File: config.mk
export PLATFORM = sky130hd
export DESIGN_NAME = tdpt_div
export DESIGN_NICKNAME = d
export VERILOG_FILES = /design/src/tdpt_pkg.sv /design/src/tdpt_div.sv
export SDC_FILE = /design/constraint.sdc
export NUM_CORES = 1
export LEC_CHECK = 0
export ABC_CLOCK_PERIOD_IN_PS = 3000
export CAP_MARGIN = 15
export CORE_MARGIN = 8
export CORE_UTILIZATION = 45
export DETAILED_ROUTE_END_ITERATION = 10
export DONT_BUFFER_PORTS = 1
export MAX_ROUTING_LAYER = met4
export PLACE_DENSITY = 0.56
export SYNTH_ARGS = -nofsm -noshare
export SYNTH_HDL_FRONTEND = slang
export SYNTH_SLANG_ARGS = --single-unit
File: constraint.sdc
create_clock -name clk -period 3 [get_ports clk]
set_clock_uncertainty 0.05 [all_clocks]
set_input_delay 0.6 -clock clk [delete_from_list [all_inputs] [get_ports clk]]
set_output_delay 0.6 -clock clk [all_outputs]
set_load 0.02 [all_outputs]
File: src/tdpt_pkg.sv
package tdpt_pkg;

  localparam int NUM_BITS_DEF = 16;
  localparam int COUNT_W = 8;
  localparam logic [COUNT_W-1:0] COUNT_MAX = 8'd255;
  localparam logic [COUNT_W-1:0] PRIME_COUNT = 8'd2;

  typedef enum logic [2:0] {
    ST_IDLE  = 3'b001,
    ST_CHECK = 3'b010,
    ST_DIV   = 3'b100
  } state_t;

  typedef struct packed {
    logic done;
    logic rem_zero;
  } div_status_t;

endpackage

File: src/tdpt_div.sv
module tdpt_div import tdpt_pkg::*; #(
  parameter int NUM_BITS = NUM_BITS_DEF,
  parameter int DW = (NUM_BITS + 1) / 2 + 1
) (
  input  logic                clk,
  input  logic                rst,
  input  logic                start,
  input  logic [NUM_BITS-1:0] dividend,
  input  logic [DW-1:0]       divisor,
  output div_status_t         status
);

  localparam int CW = (NUM_BITS > 1) ? $clog2(NUM_BITS) : 1;

  logic                running;
  logic [CW-1:0]       cnt;
  logic [NUM_BITS-1:0] shreg;
  logic [DW-1:0]       rem;
  logic [DW-1:0]       dsr;
  logic [DW:0]         trial;
  logic [DW-1:0]       rem_next;

  // One restoring step: bring down the next dividend bit and subtract if it fits.
  always_comb begin
    trial = {rem, shreg[NUM_BITS-1]};
    if (trial >= {1'b0, dsr}) begin
      rem_next = DW'(trial - {1'b0, dsr});
    end else begin
      rem_next = trial[DW-1:0];
    end
  end

  always_ff @(posedge clk) begin
    if (rst) begin
      running <= 1'b0;
      cnt <= '0;
      status <= '0;
    end else begin
      status.done <= 1'b0;
      if (start) begin
        running <= 1'b1;
        cnt <= CW'(NUM_BITS - 1);
      end else if (running) begin
        cnt <= cnt - CW'(1);
        if (cnt == '0) begin
          running <= 1'b0;
          status.done <= 1'b1;
          status.rem_zero <= (rem_next == '0);
        end
      end
    end
  end

  always_ff @(posedge clk) begin
    if (start) begin
      shreg <= dividend;
      rem <= '0;
      dsr <= divisor;
    end else if (running) begin
      shreg <= {shreg[NUM_BITS-2:0], 1'b0};
      rem <= rem_next;
    end
  end

endmodule

==> flow_summary.ini, run 1 <==
[status]
outcome = finished clean

[clock_tree]
worstSkewPairLatency_ns = 0.28
ctsHoldBuffers = 0
cts.clk_slew.worst_paths_ns = 0.08
cts_root_buf = clkbuf_8
cts_resized = 0
htreeDepth = 2
cts_sinks = 41
post_cts.repair.setup_buffers = 0
cts-buffers-inserted = 5
clockBufferDepth = 2
cts_tree = done

[worst_setup_path]
crit_fanout = 11
r2r_end = status[0]
crit_slowest_cell = fa_1
start_kind = register
path_cells = inv_1, ha_1, inv_1, fa_1, a21o_1, a221oi_4, o22ai_2, nor2_4, mux2i_1, a221oi_2
crit_top_cell = inv_1
crit_required_ns = 3.08
worstSetupPathType = reg2reg
worstRegToRegCells = 10
end_kind = register
slowest_delay_ns = 0.40
reg2reg_slack_ns = 0.25
r2r_start = shreg[15]
startpoint = shreg[15]
cp.arrival_ns = 2.84

[synth]
syn_area_per_cell_um2 = 11.20
yosys_warnings = 0
synthTopCellsByArea = edfxtp_1 35%, dfxtp_1 15%, mux2_2 7.8%
netlist_area_mm2 = 0.002162
netlist.area_leader.share_pct = 34.72
synth-seq-area-share_pct = 49.54
syn_inst = 193
yosysUniqueCellTypes = 46
synth_seq_cells = 41
synth-async-reset-ratio_pct = 0
synth-main-ff-cell = edfxtp_1
synth_edf_count = 25
yosys.area.top_type = edfxtp_1
syn-num-nets = 232

[grt]
track_usage_pct = 12.36
grt_pass1_vias = 1498
grt_pass1_wl_um = 6955
grt_max_degree = 39
antenna_found_initial = 0
grt_overflow = 0

[route]
viasPerCell = 5.804
drt_iter0_drc = 101
ant_nets = 0
route.detailed.drc = 0
wl_per_cell_um = 16.67
dr.pass1.iters = 5
routed_wl_um = 4168
via_count = 1451

[final_layout]
mostFrequentLayoutCell = edfxtp_1
final_cell_mix = 25 x edfxtp_1, 17 x inv_1, 16 x dfxtp_1, 15 x mux2_2, 13 x a21oi_1
stdcell_count = 250
num-nets-final = 234
finalInstanceArea_mm2 = 0.002297
utilization_pct = 48.96
area.growth.synth_to_final_pct = 6.250
seq_area_mm2 = 0.001071
n_fill_cell = 446
n_antenna_cell = 0
final_layout_size_suffix_gt1_share_pct = 15.82
multiInputGateArea_um2 = 991.0

[floorplan]
dieArea_mm2 = 0.007279
die_x_um = 85.32
pin_count = 30
start_util_pct = 46.08
fp.dieH_um = 85.32
core_area_mm2 = 0.004692
row_count = 25

[power_and_ir_drop]
ir_worst_vdd_mv = 0.2969
p_leak_nw = 0.8816
seq_power_share_pct = 51.3
p_sw_share_pct = 27.91
p_int_mw = 0.9617
total_power_mw = 1.334
p_clk_share_pct = 26.7
p_per_area_mw_per_mm2 = 580.7
combPwrFrac_pct = 22.0
power_switching_mw = 0.3723

[timing]
fmax_mhz = 363.0
hold_viol = 0
tns_ns = 0
rsz0062_at_grt = false
slew_headroom_pct = 49.12
min_period_ns = 2.755
slew_violations = 0
tightest_slew_ns = 0.7536
fin_crit_sh_pct = 91.83
setup_viol = 0

[job]
max_cap_viol_count = 0

[placed_design]
port_buffers = 0
place_congestion = 0.8256
placed_cell_area_mm2 = 0.002203
dp_cells = 242
dpl.hpwl_um = 3100

[min_path]
min-delay-start = rst
hold_path.class = in2reg
min_to = running
worstHoldPathCells = 1
-- worst max-delay path: cells and delay by family (launching register included) --
| family | cells | cell delay (ns) |
|---|---|---|
| AOI/OAI and AO/OA | 4 | 0.91 |
| adders and majority gates | 2 | 0.56 |
| buffers and inverters | 2 | 0.13 |
| and+or+nand+nor | 1 | 0.27 |
| muxes | 1 | 0.29 |
| DFF | 1 | 0.39 |
-- cell families after synthesis --
logic type                 share of synthesized area (%)
and+or+nand+nor                                    11.46
AOI/OAI and AO/OA                                  15.39
DFF                                                49.54
buffers and inverters                              4.861
muxes                                              9.201
adders and majority gates                          6.713
xor gates and xnor gates                           2.836
-- worst max path at each step --
stage,endpoint,slack (ns),cells after the start
2_1_floorplan,rem[8],0.46,11
3_3_place_gp,status[0],0.27,10
3_5_place_dp,status[0],0.10,10
4_1_cts,status[0],0.08,10
5_1_grt,status[0],0.02,10
6_report,status[0],0.25,10
-- routing by layer --
layer,track usage (%),vias up,routed length [um]
met5,-,-,0
met4,6.210,0,116
met3,2.896,16,166
met2,20.31,37,2007
met1,13.79,682,1877
li1,-,716,-
-- cell type report --
type,count,share of cell area (%)
clock inverter,1,0.3813
sequential,41,46.62
multi-input combinational,128,43.14
timing repair buffer,2,0.6536
clock buffer,7,3.486
inverter,17,2.778
tap,54,2.941
-- Yosys cell counts, types with 2 or more instances --
master and instances:
nor4_1 3, xor2_1 3, o311ai_0 2, buf_4 2, a311oi_1 4, a311o_1 3, nand2_1 11, a21oi_1 13
o21ai_0 7, ha_1 10, xnor2_1 4, mux2i_1 3, nor2_1 11, or2_2 2, inv_1 17, dfxtp_1 16
a211oi_1 3, mux2_2 15, clkbuf_1 4, nand2b_1 5, edfxtp_1 25, nand3_1 2, nor3_1 3, o31ai_1 2
a21o_1 2
-- sequential cells by signal (all words and copies together) (netlist names) --
register,count
cnt,4
dsr,9
rem,9
running,1
shreg,16
status,2
-- stage by stage --
| stage | setup WS [ns] | hold WS, ns |
|---|---|---|
| floorplan | 0.4562 | 0.3948 |
| global placement | 0.2737 | 0.3988 |
| detailed placement | 0.1028 | 0.4086 |
| CTS | 0.08379 | 0.3141 |
| global route | 0.01834 | 0.3162 |
| finish | 0.2452 | 0.3214 |
-- power by group through the flow --
stage               Sequential, mW  Clock, mW  Combinational [mW]
finish                       0.684      0.356               0.294
global route                 0.690      0.387               0.330
CTS                          0.684      0.370               0.290
detailed placement           0.697          0               0.289
global placement             0.696          0               0.279
floorplan                    0.687          0               0.244
Note: power is estimated with default switching activity, not from simulation.
==> inputs of run 2 (changes only) <==
- PLACE_DENSITY: 0.56 -> 0.69
==> run 2 against run 1 <==
Setup slack improved by 0.021 ns. Register-to-register slack improved by 0.02 ns. Final cell count did not move. Die area did not move. Critical endpoint is now rem[8].
==> flow_summary.ini, run 2 (synthesis gave the netlist of run 1 again) <==
[worst_setup_path]
worstSetupPathType = reg2reg
crit_fanout = 11
end_kind = register
cp.arrival_ns = 2.91
path_cells = inv_1, ha_1, inv_1, fa_1, a21o_1, a221oi_4, o22ai_2, o21bai_1, or3b_1, a21oi_1
slowest_delay_ns = 0.40
start_kind = register
crit_slowest_cell = fa_1
crit_required_ns = 3.18
crit_top_cell = inv_1

[grt]
antenna_found_initial = 0
grt_overflow = 0
grt_pass1_vias = 1373
grt_pass1_wl_um = 6637
grt_max_degree = 39
track_usage_pct = 11.94

[power_and_ir_drop]
p_per_area_mw_per_mm2 = 645.1
p_leak_nw = 0.9046
ir_worst_vdd_mv = 0.3374

[placed_design]
place_congestion = 0.8113
port_buffers = 0
dpl.hpwl_um = 2892

[route]
routed_wl_um = 4017
dr.pass1.iters = 4
via_count = 1405
route.detailed.drc = 0
drt_iter0_drc = 103
wl_per_cell_um = 16.07
viasPerCell = 5.620
ant_nets = 0

[final_layout]
largest_register_ffs = 16
final_cell_mix = 25 x edfxtp_1, 17 x inv_1, 16 x dfxtp_1, 15 x mux2_2, 13 x a21oi_1
area.growth.synth_to_final_pct = 8.507
num-nets-final = 234
largest_register = shreg
utilization_pct = 50.00
mostFrequentLayoutCell = edfxtp_1
n_fill_cell = 436
reg_top3 = shreg (16), dsr (9), rem (9)
n_antenna_cell = 0
final_layout_size_suffix_gt1_share_pct = 16.33

[timing]
slew_violations = 0
tns_ns = 0
tightest_slew_ns = 0.6546
setup_viol = 0
fin_crit_sh_pct = 91.14
slew_headroom_pct = 55.81
min_period_ns = 2.734
rsz0062_at_grt = false
hold_viol = 0
fmax_mhz = 365.7

[job]
max_cap_viol_count = 0

[floorplan]
pin_count = 30
row_count = 25
die_x_um = 85.32
fp.dieH_um = 85.32
dieArea_mm2 = 0.007279
start_util_pct = 46.08
core_area_mm2 = 0.004692

[clock_tree]
cts_tree = done
cts_resized = 0
cts-buffers-inserted = 5
cts_sinks = 41
ctsHoldBuffers = 0
worstSkewPairLatency_ns = 0.30
post_cts.repair.setup_buffers = 0
htreeDepth = 2
cts_root_buf = clkbuf_8
cts.clk_slew.worst_paths_ns = 0.09
clockBufferDepth = 2

[status]
outcome = finished clean

[min_path]
hold_path.class = in2reg
==> run 2: cell count changes in the layout (fill, tap and decap cells not counted), sizes merged <==
| cell | previous run | this run |
|---|---|---|
| bufinv | 0 | 2 |
| clkbuf | 7 | 5 |
| clkinv | 1 | 0 |
| inv | 17 | 18 |
==> run 2: cell type report <==
| type | instances | area (um2) | area share (%) |
|---|---|---|---|
| sequential | 41 | 1071 | 45.65 |
| inverter | 17 | 63.81 | 2.720 |
| timing repair buffer | 2 | 15.01 | 0.6400 |
| clock inverter | 3 | 68.82 | 2.933 |
| multi-input combinational | 128 | 991.0 | 42.24 |
| clock buffer | 5 | 68.82 | 2.933 |
| tap | 54 | 67.56 | 2.880 |
==> run 2: worst paths after layout <==
path	cells after the start	slack (ns)	start	endpoint
hold / removal	1	0.31	rst	cnt[2]
setup / recovery	10	0.27	shreg[15]	rem[8]
setup reg to reg	10	0.27	shreg[15]	rem[8]
hold reg to reg	2	0.43	rem[8]	rem[8]
==> run 2: metrics by stage <==
step | power [mW] | cells | setup WS, ns | cell area (um2) | hold slack (ns)
global placement | 0.9760 | 242 | 0.2818 | 2203 | 0.4038
global route | 1.583 | 250 | 0.1140 | 2346 | 0.3013
floorplan | 0.9314 | 193 | 0.4562 | 2162 | 0.3948
CTS | 1.521 | 250 | 0.1591 | 2341 | 0.2977
finish | 1.513 | 250 | 0.2658 | 2346 | 0.3054
detailed placement | 0.9806 | 242 | 0.2157 | 2203 | 0.4168
==> run 2: critical path, delay by kind of cell, from the launching register on <==
kind	cells	cell delay [ns]
buffers and inverters	2	0.13
AND/OR/NAND/NOR	1	0.35
flip-flops	1	0.39
AO/OA/AOI/OAI	5	1.18
adder cells (fa/ha/maj)	2	0.57
==> run 2: metal layers <==
metal  GRT usage [%]  vias up  share of wire, %  wire length [um]
met5               -        -                 0                 0
met4           5.255        0               1.7                67
li1                -      720                 -                 -
met2           17.33       34                46              1828
met1           14.93      646                49              1951
met3           3.668        5               4.2               170
==> run 2: power by group <==
group / internal [mW] / switching [mW] / leakage, nW / total, mW
Combinational: 0.131 / 0.159 / 0.454 / 0.290
Clock: 0.335 / 0.205 / 0.0687 / 0.540
Sequential: 0.655 / 0.0282 / 0.382 / 0.683
Total: 1.12 / 0.392 / 0.905 / 1.51
